[src/rtl/core/sl3x_pkg.sv]
// Shared widths, constants and control types for the ln(3+x) series evaluator.
`default_nettype none

package sl3x_pkg;

    localparam int IO_W       = 32;
    localparam int ACC_W      = 40;
    localparam int MAG_W      = 39;
    localparam int RMAG_W     = 30;
    localparam int CNT_W      = 8;
    localparam int ADDR_W     = 3;
    localparam int DIV_W      = 40;
    localparam int DIV_RADIX  = 8;
    localparam int DIV_STEPS  = DIV_W / DIV_RADIX;
    localparam int DIV_CNT_W  = $clog2(DIV_STEPS);

    localparam logic [31:0] RECIP3   = 32'hAAAA_AAAB;
    localparam logic [63:0] LN3_Q32  = 64'd4718503851;

    localparam logic [CNT_W-1:0] TERM_COUNT_RESET = 8'd100;
    localparam logic             REG_TERM_COUNT   = 1'b0;

    typedef struct packed {
        logic load;
        logic recip;
        logic mul_lo;
        logic mul_hi;
        logic combine;
        logic div_step;
        logic accum;
        logic finish;
    } cmd_t;

    typedef struct packed {
        logic zero_terms;
        logic last_term;
    } status_t;

endpackage

`default_nettype wire

[src/rtl/core/sl3x_regs.sv]
// APB-style configuration register holding the term count.
`default_nettype none

module sl3x_regs (
    input  wire logic                        clk,
    input  wire logic                        rst_n,
    input  wire logic                        psel,
    input  wire logic                        penable,
    input  wire logic                        pwrite,
    input  wire logic [sl3x_pkg::ADDR_W-1:0] paddr,
    input  wire logic [31:0]                 pwdata,
    output logic      [31:0]                 prdata,
    output logic                             pready,
    output logic      [sl3x_pkg::CNT_W-1:0]  term_count
);
    import sl3x_pkg::*;

    logic [CNT_W-1:0] term_count_reg;
    logic             wr_en;
    logic             reg_index;

    assign reg_index = paddr[2];
    assign wr_en     = psel && penable && pwrite && pready;
    assign pready    = 1'b1;

    always_ff @(posedge clk or negedge rst_n)
    begin
        if (!rst_n)
        begin
            term_count_reg <= TERM_COUNT_RESET;
        end
        else if (wr_en && (reg_index == REG_TERM_COUNT))
        begin
            term_count_reg <= pwdata[CNT_W-1:0];
        end
    end

    always_comb
    begin
        if (reg_index == REG_TERM_COUNT)
        begin
            prdata = {{(32-CNT_W){1'b0}}, term_count_reg};
        end
        else
        begin
            prdata = 32'd0;
        end
    end

    assign term_count = term_count_reg;

endmodule

`default_nettype wire

[src/rtl/core/sl3x_ctrl.sv]
// Sequencing state machine for the series evaluation.
`default_nettype none

module sl3x_ctrl (
    input  wire logic              clk,
    input  wire logic              rst_n,
    input  wire logic              start,
    input  wire sl3x_pkg::status_t status,
    output sl3x_pkg::cmd_t         cmd,
    output logic                   busy,
    output logic                   done
);
    import sl3x_pkg::*;

    localparam logic [2:0] S_IDLE    = 3'd0;
    localparam logic [2:0] S_RECIP   = 3'd1;
    localparam logic [2:0] S_MUL_LO  = 3'd2;
    localparam logic [2:0] S_MUL_HI  = 3'd3;
    localparam logic [2:0] S_COMBINE = 3'd4;
    localparam logic [2:0] S_DIV     = 3'd5;
    localparam logic [2:0] S_ACCUM   = 3'd6;
    localparam logic [2:0] S_FINISH  = 3'd7;

    localparam logic [DIV_CNT_W-1:0] DivLast = DIV_CNT_W'(DIV_STEPS - 1);

    logic [2:0]           state_reg, state_next;
    logic [DIV_CNT_W-1:0] div_cnt_reg, div_cnt_next;
    logic                 done_reg, done_next;

    always_comb
    begin
        state_next   = state_reg;
        div_cnt_next = div_cnt_reg;
        done_next    = 1'b0;
        cmd          = '0;
        unique case (state_reg)
            S_IDLE:
            begin
                if (start)
                begin
                    cmd.load   = 1'b1;
                    state_next = S_RECIP;
                end
            end
            S_RECIP:
            begin
                cmd.recip  = 1'b1;
                state_next = status.zero_terms ? S_FINISH : S_MUL_LO;
            end
            S_MUL_LO:
            begin
                cmd.mul_lo = 1'b1;
                state_next = S_MUL_HI;
            end
            S_MUL_HI:
            begin
                cmd.mul_hi = 1'b1;
                state_next = S_COMBINE;
            end
            S_COMBINE:
            begin
                cmd.combine  = 1'b1;
                div_cnt_next = '0;
                state_next   = S_DIV;
            end
            S_DIV:
            begin
                cmd.div_step = 1'b1;
                div_cnt_next = DIV_CNT_W'(div_cnt_reg + 1'b1);
                if (div_cnt_reg == DivLast)
                begin
                    state_next = S_ACCUM;
                end
            end
            S_ACCUM:
            begin
                cmd.accum  = 1'b1;
                state_next = status.last_term ? S_FINISH : S_MUL_LO;
            end
            S_FINISH:
            begin
                cmd.finish = 1'b1;
                done_next  = 1'b1;
                state_next = S_IDLE;
            end
            default:
            begin
                state_next = S_IDLE;
            end
        endcase
    end

    always_ff @(posedge clk or negedge rst_n)
    begin
        if (!rst_n)
        begin
            state_reg   <= S_IDLE;
            div_cnt_reg <= '0;
            done_reg    <= 1'b0;
        end
        else
        begin
            state_reg   <= state_next;
            div_cnt_reg <= div_cnt_next;
            done_reg    <= done_next;
        end
    end

    assign busy = (state_reg != S_IDLE);
    assign done = done_reg;

    // The result strobe falls back on the next cycle, since a new request passes through S_RECIP and S_FINISH first.
    a_done_single: assert property (@(posedge clk) disable iff (!rst_n)
        done_reg |=> !done_reg)
        else $error("result strobe held for more than one cycle");

    a_done_idle: assert property (@(posedge clk) disable iff (!rst_n)
        done_reg |-> !busy)
        else $error("result strobe while still evaluating");

    a_start_busy: assert property (@(posedge clk) disable iff (!rst_n)
        (start && !busy) |=> (busy && !done_reg))
        else $error("accepted request did not start an evaluation");

    a_div_span: assert property (@(posedge clk) disable iff (!rst_n)
        (state_reg == S_COMBINE) |=> (state_reg == S_DIV && div_cnt_reg == '0))
        else $error("division did not start from its first step");

endmodule

`default_nettype wire

[src/rtl/core/sl3x_dpath.sv]
// Datapath: shared multiplier, rounding, radix-256 divider and saturating accumulator.
`default_nettype none

module sl3x_dpath #(
    parameter int MAX_TERMS = 128,
    parameter int FRAC_BITS = 27
) (
    input  wire logic                       clk,
    input  wire sl3x_pkg::cmd_t             cmd,
    output sl3x_pkg::status_t               status,
    input  wire logic [sl3x_pkg::IO_W-1:0]  x_value,
    input  wire logic [sl3x_pkg::CNT_W-1:0] term_count,
    output logic      [sl3x_pkg::IO_W-1:0]  series_value,
    output logic                            overflowed
);
    import sl3x_pkg::*;

    localparam int PROD_W = MAG_W + RMAG_W + 2;

    localparam logic [CNT_W-1:0]  MaxTermsC = CNT_W'(MAX_TERMS);
    localparam logic [ACC_W-1:0]  Ln3Init   =
        ACC_W'((LN3_Q32 + (64'd1 << (31 - FRAC_BITS))) >> (32 - FRAC_BITS));
    localparam logic [MAG_W-1:0]  PowerOne  = MAG_W'(1) << FRAC_BITS;
    localparam logic [PROD_W-1:0] RoundHalf = PROD_W'(1) << (FRAC_BITS - 1);
    localparam logic [MAG_W-1:0]  MagMax    = {MAG_W{1'b1}};
    localparam logic [ACC_W-1:0]  AccMax    = {1'b0, {(ACC_W-1){1'b1}}};
    localparam logic [ACC_W-1:0]  AccMin    = {1'b1, {(ACC_W-1){1'b0}}};
    localparam logic [IO_W-1:0]   OutMax    = {1'b0, {(IO_W-1){1'b1}}};
    localparam logic [IO_W-1:0]   OutMin    = {1'b1, {(IO_W-1){1'b0}}};

    // Argument and ratio r = x/3 in sign-magnitude form.
    logic [IO_W-1:0]    xabs_reg;
    logic               xneg_reg;
    logic [RMAG_W-1:0]  rmag_reg;
    logic               rneg_reg;

    // Running power in sign-magnitude form and the running sum.
    logic [MAG_W-1:0]   pmag_reg;
    logic               psign_reg;
    logic [ACC_W-1:0]   sum_reg;
    logic               ovf_reg;
    logic [CNT_W-1:0]   k_reg;

    logic [61:0]        prod_lo_reg;
    logic [36:0]        prod_hi_reg;

    logic [DIV_W-1:0]     div_num_reg;
    logic [DIV_W-1:0]     div_quo_reg;
    logic [CNT_W-1:0]     div_rem_reg;

    logic [IO_W-1:0]    series_value_reg;
    logic               overflowed_reg;

    logic [CNT_W-1:0]   n_terms;
    logic [31:0]        mul_a, mul_b;
    logic [63:0]        mul_p;
    logic [PROD_W-1:0]  full_sum;
    logic [PROD_W-1:0]  rounded;
    logic               pow_sat;
    logic [MAG_W-1:0]   pmag_new;
    logic [CNT_W-1:0]   div_rem_new;
    logic [DIV_RADIX-1:0] div_qbits;
    logic               tneg;
    logic [ACC_W-1:0]   term;
    logic [ACC_W:0]     sum_wide;
    logic               sum_sat;
    logic [ACC_W-1:0]   sum_new;
    logic               out_sat;
    logic [IO_W-1:0]    out_new;

    assign n_terms = (term_count > MaxTermsC) ? MaxTermsC : term_count;
    assign status.zero_terms = (n_terms == '0);
    assign status.last_term  = (k_reg == n_terms);

    // One 32x32 multiplier serves the division by three and both partial products.
    always_comb
    begin
        priority if (cmd.recip)
        begin
            mul_a = xabs_reg;
            mul_b = RECIP3;
        end
        else if (cmd.mul_hi)
        begin
            mul_a = {{(32-(MAG_W-32)){1'b0}}, pmag_reg[MAG_W-1:32]};
            mul_b = {{(32-RMAG_W){1'b0}}, rmag_reg};
        end
        else
        begin
            mul_a = pmag_reg[31:0];
            mul_b = {{(32-RMAG_W){1'b0}}, rmag_reg};
        end
    end

    assign mul_p = mul_a * mul_b;

    // Power update: round to nearest, drop the fraction bits and clamp the magnitude.
    assign full_sum = PROD_W'(prod_lo_reg) + (PROD_W'(prod_hi_reg) << 32) + RoundHalf;
    assign rounded  = full_sum >> FRAC_BITS;
    assign pow_sat  = |rounded[PROD_W-1:MAG_W];
    assign pmag_new = pow_sat ? MagMax : rounded[MAG_W-1:0];

    // Eight restoring steps per cycle on the top byte of the dividend.
    always_comb
    begin
        logic [CNT_W:0]   trial;
        logic [CNT_W-1:0] rem;
        rem       = div_rem_reg;
        div_qbits = '0;
        for (int i = DIV_RADIX - 1; i >= 0; i--)
        begin
            trial = {rem, div_num_reg[DIV_W-DIV_RADIX+i]};
            if (trial >= {1'b0, k_reg})
            begin
                rem          = CNT_W'(trial - {1'b0, k_reg});
                div_qbits[i] = 1'b1;
            end
            else
            begin
                rem = trial[CNT_W-1:0];
            end
        end
        div_rem_new = rem;
    end

    // Even terms are subtracted, so the term sign flips against the power sign.
    assign tneg     = psign_reg ^ ~k_reg[0];
    assign term     = tneg ? ACC_W'(~div_quo_reg + 1'b1) : div_quo_reg;
    assign sum_wide = {sum_reg[ACC_W-1], sum_reg} + {term[ACC_W-1], term};
    assign sum_sat  = (sum_wide[ACC_W] != sum_wide[ACC_W-1]);
    assign sum_new  = sum_sat ? (sum_wide[ACC_W] ? AccMin : AccMax) : sum_wide[ACC_W-1:0];

    assign out_sat = !((&sum_reg[ACC_W-1:IO_W-1]) || !(|sum_reg[ACC_W-1:IO_W-1]));
    assign out_new = out_sat ? (sum_reg[ACC_W-1] ? OutMin : OutMax) : sum_reg[IO_W-1:0];

    always_ff @(posedge clk)
    begin
        if (cmd.load)
        begin
            xabs_reg  <= x_value[IO_W-1] ? IO_W'(~x_value + 1'b1) : x_value;
            xneg_reg  <= x_value[IO_W-1];
            sum_reg   <= Ln3Init;
            pmag_reg  <= PowerOne;
            psign_reg <= 1'b0;
            ovf_reg   <= 1'b0;
            k_reg     <= CNT_W'(1);
        end
        if (cmd.recip)
        begin
            rmag_reg <= mul_p[62:33];
            rneg_reg <= xneg_reg;
        end
        if (cmd.mul_lo)
        begin
            prod_lo_reg <= mul_p[61:0];
        end
        if (cmd.mul_hi)
        begin
            prod_hi_reg <= mul_p[36:0];
        end
        if (cmd.combine)
        begin
            pmag_reg    <= pmag_new;
            psign_reg   <= (psign_reg ^ rneg_reg) && (pmag_new != '0);
            ovf_reg     <= ovf_reg | pow_sat;
            div_num_reg <= DIV_W'(pmag_new);
            div_quo_reg <= '0;
            div_rem_reg <= '0;
        end
        if (cmd.div_step)
        begin
            div_num_reg <= div_num_reg << DIV_RADIX;
            div_quo_reg <= {div_quo_reg[DIV_W-DIV_RADIX-1:0], div_qbits};
            div_rem_reg <= div_rem_new;
        end
        if (cmd.accum)
        begin
            sum_reg <= sum_new;
            ovf_reg <= ovf_reg | sum_sat;
            k_reg   <= CNT_W'(k_reg + 1'b1);
        end
        if (cmd.finish)
        begin
            series_value_reg <= out_new;
            overflowed_reg   <= ovf_reg | out_sat;
        end
    end

    assign series_value = series_value_reg;
    assign overflowed   = overflowed_reg;

endmodule

`default_nettype wire

[src/rtl/core/series_log_three_plus_x.sv]
// Top level of the ln(3+x) truncated series evaluator.
//
//  channel   ports                                  direction  transfer
//  request   start, busy, x_value                   in         start && !busy
//  result    done, series_value, overflowed         out        done, one cycle
//  config    psel, penable, pwrite, paddr, pwdata,  in/out     psel && penable && pwrite
//            prdata, pready
//
// A request evaluates n terms between acceptance and the result strobe, where n is
// term_count limited to MAX_TERMS; each term is two partial products on the shared
// 32x32 multiplier, a rounding step, five radix-256 division steps and an accumulate.
// The reset term count is 100.
// Reset is asynchronous and needs no clearing pass; busy is low straight after it.
// A new request can be accepted in the cycle in which the result strobe is shown.
// The receiver cannot hold results off, so the block never stalls on its output.
`default_nettype none

module series_log_three_plus_x #(
    parameter int MAX_TERMS = 128,
    parameter int FRAC_BITS = 27
) (
    input  wire logic                        clk,
    input  wire logic                        rst_n,
    input  wire logic                        start,
    output logic                             busy,
    input  wire logic [sl3x_pkg::IO_W-1:0]   x_value,
    output logic                             done,
    output logic      [sl3x_pkg::IO_W-1:0]   series_value,
    output logic                             overflowed,
    input  wire logic                        psel,
    input  wire logic                        penable,
    input  wire logic                        pwrite,
    input  wire logic [sl3x_pkg::ADDR_W-1:0] paddr,
    input  wire logic [31:0]                 pwdata,
    output logic      [31:0]                 prdata,
    output logic                             pready
);
    import sl3x_pkg::*;

    cmd_t             cmd;
    status_t          status;
    logic [CNT_W-1:0] term_count;

    sl3x_regs u_regs (
        .clk        (clk),
        .rst_n      (rst_n),
        .psel       (psel),
        .penable    (penable),
        .pwrite     (pwrite),
        .paddr      (paddr),
        .pwdata     (pwdata),
        .prdata     (prdata),
        .pready     (pready),
        .term_count (term_count)
    );

    sl3x_ctrl u_ctrl (
        .clk    (clk),
        .rst_n  (rst_n),
        .start  (start),
        .status (status),
        .cmd    (cmd),
        .busy   (busy),
        .done   (done)
    );

    sl3x_dpath #(
        .MAX_TERMS (MAX_TERMS),
        .FRAC_BITS (FRAC_BITS)
    ) u_dpath (
        .clk          (clk),
        .cmd          (cmd),
        .status       (status),
        .x_value      (x_value),
        .term_count   (term_count),
        .series_value (series_value),
        .overflowed   (overflowed)
    );

endmodule

`default_nettype wire
[config.mk]
export PLATFORM = sky130hd
export DESIGN_NAME = series_log_three_plus_x
export DESIGN_NICKNAME = d
export VERILOG_FILES = /design/src/rtl/core/sl3x_pkg.sv /design/src/rtl/core/sl3x_regs.sv /design/src/rtl/core/sl3x_ctrl.sv /design/src/rtl/core/sl3x_dpath.sv /design/src/rtl/core/series_log_three_plus_x.sv
export SDC_FILE = /design/constraint.sdc
export NUM_CORES = 2
export LEC_CHECK = 0
export BUFFER_PORTS_ARGS = -buffer_cell sky130_fd_sc_hd__buf_2
export CORE_MARGIN = 5
export CORE_UTILIZATION = 30
export DETAILED_ROUTE_END_ITERATION = 8
export GPL_ROUTABILITY_DRIVEN = 0
export PLACE_DENSITY_LB_ADDON = 0.05
export SYNTH_ARGS = -nofsm -noshare
export SYNTH_HDL_FRONTEND = slang
export SYNTH_SLANG_ARGS = --single-unit
export TNS_END_PERCENT = 10
[constraint.sdc]
create_clock -name clk -period 36 [get_ports clk]
set_input_delay 3.6 -clock clk [delete_from_list [all_inputs] [get_ports clk]]
set_output_delay 3.6 -clock clk [all_outputs]
set_load 0.02 [all_outputs]
======== After elaboration in Yosys (flattened, before gate mapping) ========
Index checks and enable logic that the tools add are counted.
storage, ports and cells
  output and inout bits ................... 68
  register bits after elaboration ......... 388
  word-level logic and storage cells ...... 147
  input bits .............................. 73
operators by class
  bitwise gates (word level) .............. 9
  multiplexer cells ....................... 59
  equality and inequality tests ........... 12
  reductions and logical operators ........ 20
  add/sub/neg operators ................... 15
  magnitude comparators ................... 9
  multiply operators ...................... 1
operators by type and width
  cell                    number
  $mux 40                 9
  $mux 32                 5
  $mux 39                 3
  $mux 8                  14
  $ge 9x8->1              8
  $add 71x27->71 const B  1
  $add 62x69->70          1
  $sub 8x8->8             8
  $mul 32x32->63          1
  $add 40x40->41          1
  $add 40x1->40 const B   1
  $not 40->40             1
  $reduce_bool 39->1      1
  $add 32x1->32 const B   1
  $not 32->32             1
  $mux 31                 1
  $pmux 3 s8              1
  $mux 1                  21
  $eq 3x3->1 const B      5
  $mux 3                  4
  $reduce_and 9->1        1
  $reduce_or 9->1         1
  $add 8x1->8 const B     1
  $eq 8x8->1              1
  20 further kinds        33

======== Longest topological paths before layout ========
  depth in word-level cells ............... 17
  gate-level depth with buffers ........... 94

======== Modules after synthesis ========
From an unflattened synthesis, not the netlist that was laid out.
unflattened totals
  cell total of the unflattened synthesis .. 5781
  area, all modules ....................... 54218.2 µm²
by module, submodules not included
  module      cells an instance  instances  area an instance (µm²)  sequential area each (µm²)
  sl3x_dpath  5681               1          53203.5                 10339.9
  sl3x_regs   52                 1          583.1                   203.9
  sl3x_ctrl   48                 1          431.7                   175.2

======== Worst setup path before layout ========
No wires, ideal clock.
  kind .................................... flip-flop to flip-flop
  start ................................... register u_dpath.k_reg[1]
  end ..................................... register u_dpath.div_rem_reg[1], data pin
  stages on the path, launching flop included .. 93
  data arrival time ....................... 18208 ps
  slack ................................... 17526 ps
  library setup time ...................... 266 ps
  required time ........................... 35734 ps
  path through ............................ edfxtp_1 inv_1 ha_1 nor2b_1 o21bai_1 nand3b_1 o21ai_2 clkbuf_1 mux2_2 ha_1 and3_1 o21ai_1 o211ai_1 and3_1 a211oi_2 and2_1 clkbuf_1 mux2_2 (+57 left out) a21oi_1 o21ai_1 a211oi_4 mux2i_1 ha_1 a21o_1 a21o_1 a21o_1 a21oi_1 o21bai_1 a21oi_1 o21ai_0 a21oi_1 o211a_1 mux2i_1 buf_2 mux2i_1 nor2_1
on the way
  longest elaborated chain between the ends .. 17
  elaborated cells on any way between the ends .. 25
  those cells by class .................... add/sub (8); order compare (8); mux (9)
RTL lines
  element                                    line                                  source
  from (decl)                                sl3x_dpath.sv:42                      logic [CNT_W-1:0] k_reg;
  from (signal assigned)                     sl3x_dpath.sv:180                     k_reg <= CNT_W'(k_reg + 1'b1);
  $sub 8x8->8 or $ge 9x8->1 (tied branches)  sl3x_dpath.sv:115, sl3x_dpath.sv:113
  $mux 8                                     sl3x_dpath.sv:113                     if (trial >= {1'b0, k_reg})
  $sub 8x8->8 or $ge 9x8->1 (tied branches)  sl3x_dpath.sv:115, sl3x_dpath.sv:113
  $mux 8                                     sl3x_dpath.sv:113
  $sub 8x8->8 or $ge 9x8->1 (tied branches)  sl3x_dpath.sv:115, sl3x_dpath.sv:113
  $mux 8                                     sl3x_dpath.sv:113
  $sub 8x8->8 or $ge 9x8->1 (tied branches)  sl3x_dpath.sv:115, sl3x_dpath.sv:113
  $mux 8                                     sl3x_dpath.sv:113
  $sub 8x8->8 or $ge 9x8->1 (tied branches)  sl3x_dpath.sv:115, sl3x_dpath.sv:113
  $mux 8                                     sl3x_dpath.sv:113
  $sub 8x8->8 or $ge 9x8->1 (tied branches)  sl3x_dpath.sv:115, sl3x_dpath.sv:113
  $mux 8                                     sl3x_dpath.sv:113
  $sub 8x8->8 or $ge 9x8->1 (tied branches)  sl3x_dpath.sv:115, sl3x_dpath.sv:113
  $mux 8                                     sl3x_dpath.sv:113
  $ge 9x8->1 or $sub 8x8->8 (tied branches)  sl3x_dpath.sv:113, sl3x_dpath.sv:115
  $mux 8 (*)                                 sl3x_dpath.sv:113
  $mux 8 (*)                                 sl3x_dpath.sv:170                     if (cmd.div_step)
  to (signal assigned)                       sl3x_dpath.sv:174                     div_rem_reg <= div_rem_new;
  to (decl)                                  sl3x_dpath.sv:49                      logic [CNT_W-1:0] div_rem_reg;
Every way passes the cells marked *; elsewhere a longest branch is shown, timed or not.
A chain may end at the register's enable or synchronous reset.

======== Worst setup path in the final report ========
  start ................................... register u_dpath.k_reg[2]
  end ..................................... register u_dpath.div_rem_reg[4], data pin
on the way
  longest elaborated chain between the ends .. 17
  elaborated cells on any way between the ends .. 25
  those cells by class .................... add/sub (8); order compare (8); mux (9)
RTL lines
  element                                    line
  $sub 8x8->8 or $ge 9x8->1 (tied branches)  sl3x_dpath.sv:115, sl3x_dpath.sv:113
  $mux 8                                     sl3x_dpath.sv:113
  $sub 8x8->8 or $ge 9x8->1 (tied branches)  sl3x_dpath.sv:115, sl3x_dpath.sv:113
  $mux 8                                     sl3x_dpath.sv:113
  $sub 8x8->8 or $ge 9x8->1 (tied branches)  sl3x_dpath.sv:115, sl3x_dpath.sv:113
  $mux 8                                     sl3x_dpath.sv:113
  $sub 8x8->8 or $ge 9x8->1 (tied branches)  sl3x_dpath.sv:115, sl3x_dpath.sv:113
  $mux 8                                     sl3x_dpath.sv:113
  $sub 8x8->8 or $ge 9x8->1 (tied branches)  sl3x_dpath.sv:115, sl3x_dpath.sv:113
  $mux 8                                     sl3x_dpath.sv:113
  $sub 8x8->8 or $ge 9x8->1 (tied branches)  sl3x_dpath.sv:115, sl3x_dpath.sv:113
  $mux 8                                     sl3x_dpath.sv:113
  $ge 9x8->1 or $sub 8x8->8 (tied branches)  sl3x_dpath.sv:113, sl3x_dpath.sv:115
  $mux 8                                     sl3x_dpath.sv:113
  $sub 8x8->8 or $ge 9x8->1 (tied branches)  sl3x_dpath.sv:115, sl3x_dpath.sv:113
  $mux 8 (*)                                 sl3x_dpath.sv:113
  $mux 8 (*)                                 sl3x_dpath.sv:170
Marked as above.

==> metrics.yaml <==
yosys:
  synthMuxAreaShare_pct: 1.39
  synth_area_um2: 55100
  synth_fa_ha_area_share_pct: 41.5
  synth_area_leader_cell: "fa_1"
  ys_warn_count: 0
  synth.most_common_cell: "inv_1"
  async_reset_ff_share_pct: 4.14
  synth.yosys.seq_area_share_pct: 19.5
  ys.flop_type: "edfxtp_1"
  synth_edf_count: 339
  synth_area_leaders: "fa_1 (32%), edfxtp_1 (18%), ha_1 (9.7%)"
  synth_compound_area_share_pct: 9.07
  synth_top_family_by_area: "adder cells"
  netlist_top_cells_count: "inv_1 (1,066), fa_1 (874), nand2_1 (835)"
  syn_inst: 5939
  ys_seq_elements: 362
  syn_avg_cell_area_um2: 9.27
  ys_types: 89
  synth-simple-area-share_pct: 14.8
  synthXorXnorAreaFrac_pct: 4.41
  synth_top_area_share_pct: 31.8
sta:
  max-slew-margin-rel_pct: 18.4
  hold_viol_final: 0
  period_needed_ps: 20790
  max_freq_ghz: 0.0481
  worst_pin_slew_ps: 1190
  rsz0062_at_grt: "false"
  timing.final.crit_share_pct: 57.7
  setup_violations: 0
  clock_skew_ps: 42.6
  fin_hold_ws_ps: 445
  tns_ps: 0
  slew_viol_final: 0
floorplan:
  die_h_um: 438
  start_util_pct: 30.1
  fp.dieW_um: 438
  ios: 141
  dieArea_um2: 192000
  core_um2: 183000
  rows: 157
setup_path:
  cp-end-kind: "flop"
  start_kind: "flop"
  worst-endpoint-arrival_ps: 21160
  r2r_setup_slack_ps: 15210
  slowest_delay_ps: 620
  worstPathMaxFanout: 26
  crit_family: "compound AO/OA/AOI/OAI gates"
  worstSetupPathType: "reg2reg"
  slowest_stage: "o21ai_2"
  path_buf_inv: 9
  required_ps: 36370
place:
  port_buffers: 89
  hpwl_um: 176000
finish:
  finalNetCount: 7333
  multi_input_area_um2: 39300
  n_fill_cell: 19300
  area_growth_pct: 9.47
  seq_area_um2: 10700
  drive_gt1_share_pct: 7.17
route:
  avgRoutedWirePerCell_um: 26.3
  drc: 0
  first_pass_iters: 7
  vias: 41800
  via_per_inst: 4.93
  drt_wl_total_um: 223000
  ant_nets: 0
  drt_iter0_markers: 2713
grt:
  grt_antenna_before_repair: 12
  grt_max_degree: 76
  grt_pass1_vias: 44300
  grt_pass1_wl_um: 323000
  overflow: 0
  grt_use_total_pct: 23.3
cts:
  cts-buffers-inserted: 48
  clk_path_buf_depth: 3
  post-cts-setup-buffers: 0
  clk_pin_slew_worst_paths_ps: 60
  cts-resized-gates: 0
  cts_root_buf: "clkbuf_16"
  hold_buffers: 0
  htree_levels: 2
  cts.sinks: 362
  clock_latency_ps: 650
  cts_tree: "done"
worst_hold_path:
  worstHoldPathType: "reg2reg"
status:
  status: "finished, final reports clean"
run:
  maxCapViolCount: 0
[cell type report]
type                       count  area share, %
multi-input combinational   4258           65.3
antenna                        4         0.0166
clock buffer                  68           2.24
sequential                   362           17.8
clock inverter                22          0.521
tap                         2464           5.12
inverter                    1069           6.66
timing repair buffer         221           2.38
[cells by family (layout without fill, tap and decap cells)]
| group | count (synthesis) | count (layout) |
|---|---|---|
| AND/OR/NAND/NOR | 1808 | 1808 |
| buffers and inverters | 1342 | 1380 |
| adder cells (fa/ha/maj) | 1300 | 1300 |
| AO/OA/AOI/OAI | 776 | 776 |
| flip-flops | 362 | 362 |
| XOR/XNOR | 277 | 277 |
| multiplexers | 72 | 72 |
| other | 2 | 29 |
[cell usage in the layout, fill, tap and decap left out, types with 12 or more instances in the layout]
master and count:
o21bai_1 28, nand4_1 24, edfxtp_1 339, or3_1 12
conb_1 25, mux2i_1 35, nand2_1 833, clkbuf_1 14
nor4_1 16, nand2b_1 47, nor2_1 416, nor2b_1 48
nand3b_1 13, xnor2_1 174, o21a_1 26, fa_1 874
ha_1 426, inv_1 1065, nor3_1 41, o211ai_1 12
and3_1 77, a21oi_1 191, mux2_2 37, o21ai_1 13
a21o_1 133, and2_0 15, a211oi_1 19, clkbuf_16 49
buf_4 132, buf_2 89, a31oi_1 41, dfrtp_1 12
o21ai_0 185, nand3_1 73, or2_2 38, xor2_1 102
o31ai_1 18, and2_1 88
[worst paths after layout]
| kind | from | to | depth (start not counted) |
|---|---|---|---|
| min in group asynchronous | rst_n | u_regs.term_count[0] | 1 |
| setup reg to reg | u_dpath.k_reg[2] | u_dpath.div_rem_reg[4] | 90 |
| max in group asynchronous | rst_n | u_regs.term_count[6] | 1 |
| hold reg to reg | u_dpath.div_num_reg[0] | u_dpath.div_num_reg[0] | 1 |
| setup / recovery | u_dpath.k_reg[2] | u_dpath.div_rem_reg[4] | 90 |
| hold / removal | u_dpath.div_num_reg[0] | u_dpath.div_num_reg[0] | 1 |
[through the flow]
step | utilization, % | setup slack, ps | cells | instance area (um^2)
after global placement | 32.0 | 15070 | 8374 | 58600
final | 33.0 | 15210 | 8468 | 60300
after floorplan | - | 17530 | 5962 | 55100
after detailed placement | 32.0 | 15090 | 8374 | 58600
after global routing | 33.0 | 13230 | 8464 | 60300
after CTS | 33.0 | 14990 | 8464 | 60300
[per-layer routing]
metal,vias up,track usage (%),part of all wire [%]
met5,-,0,0
met4,0,8.06,4.1
met3,274,1.91,4.0
met2,1058,40.2,48
met1,21500,30.8,44
li1,18900,-,-
Power is left out: the tool's default activity adds up to more than one toggle a clock period on the data nets, which glitch-free logic cannot reach.
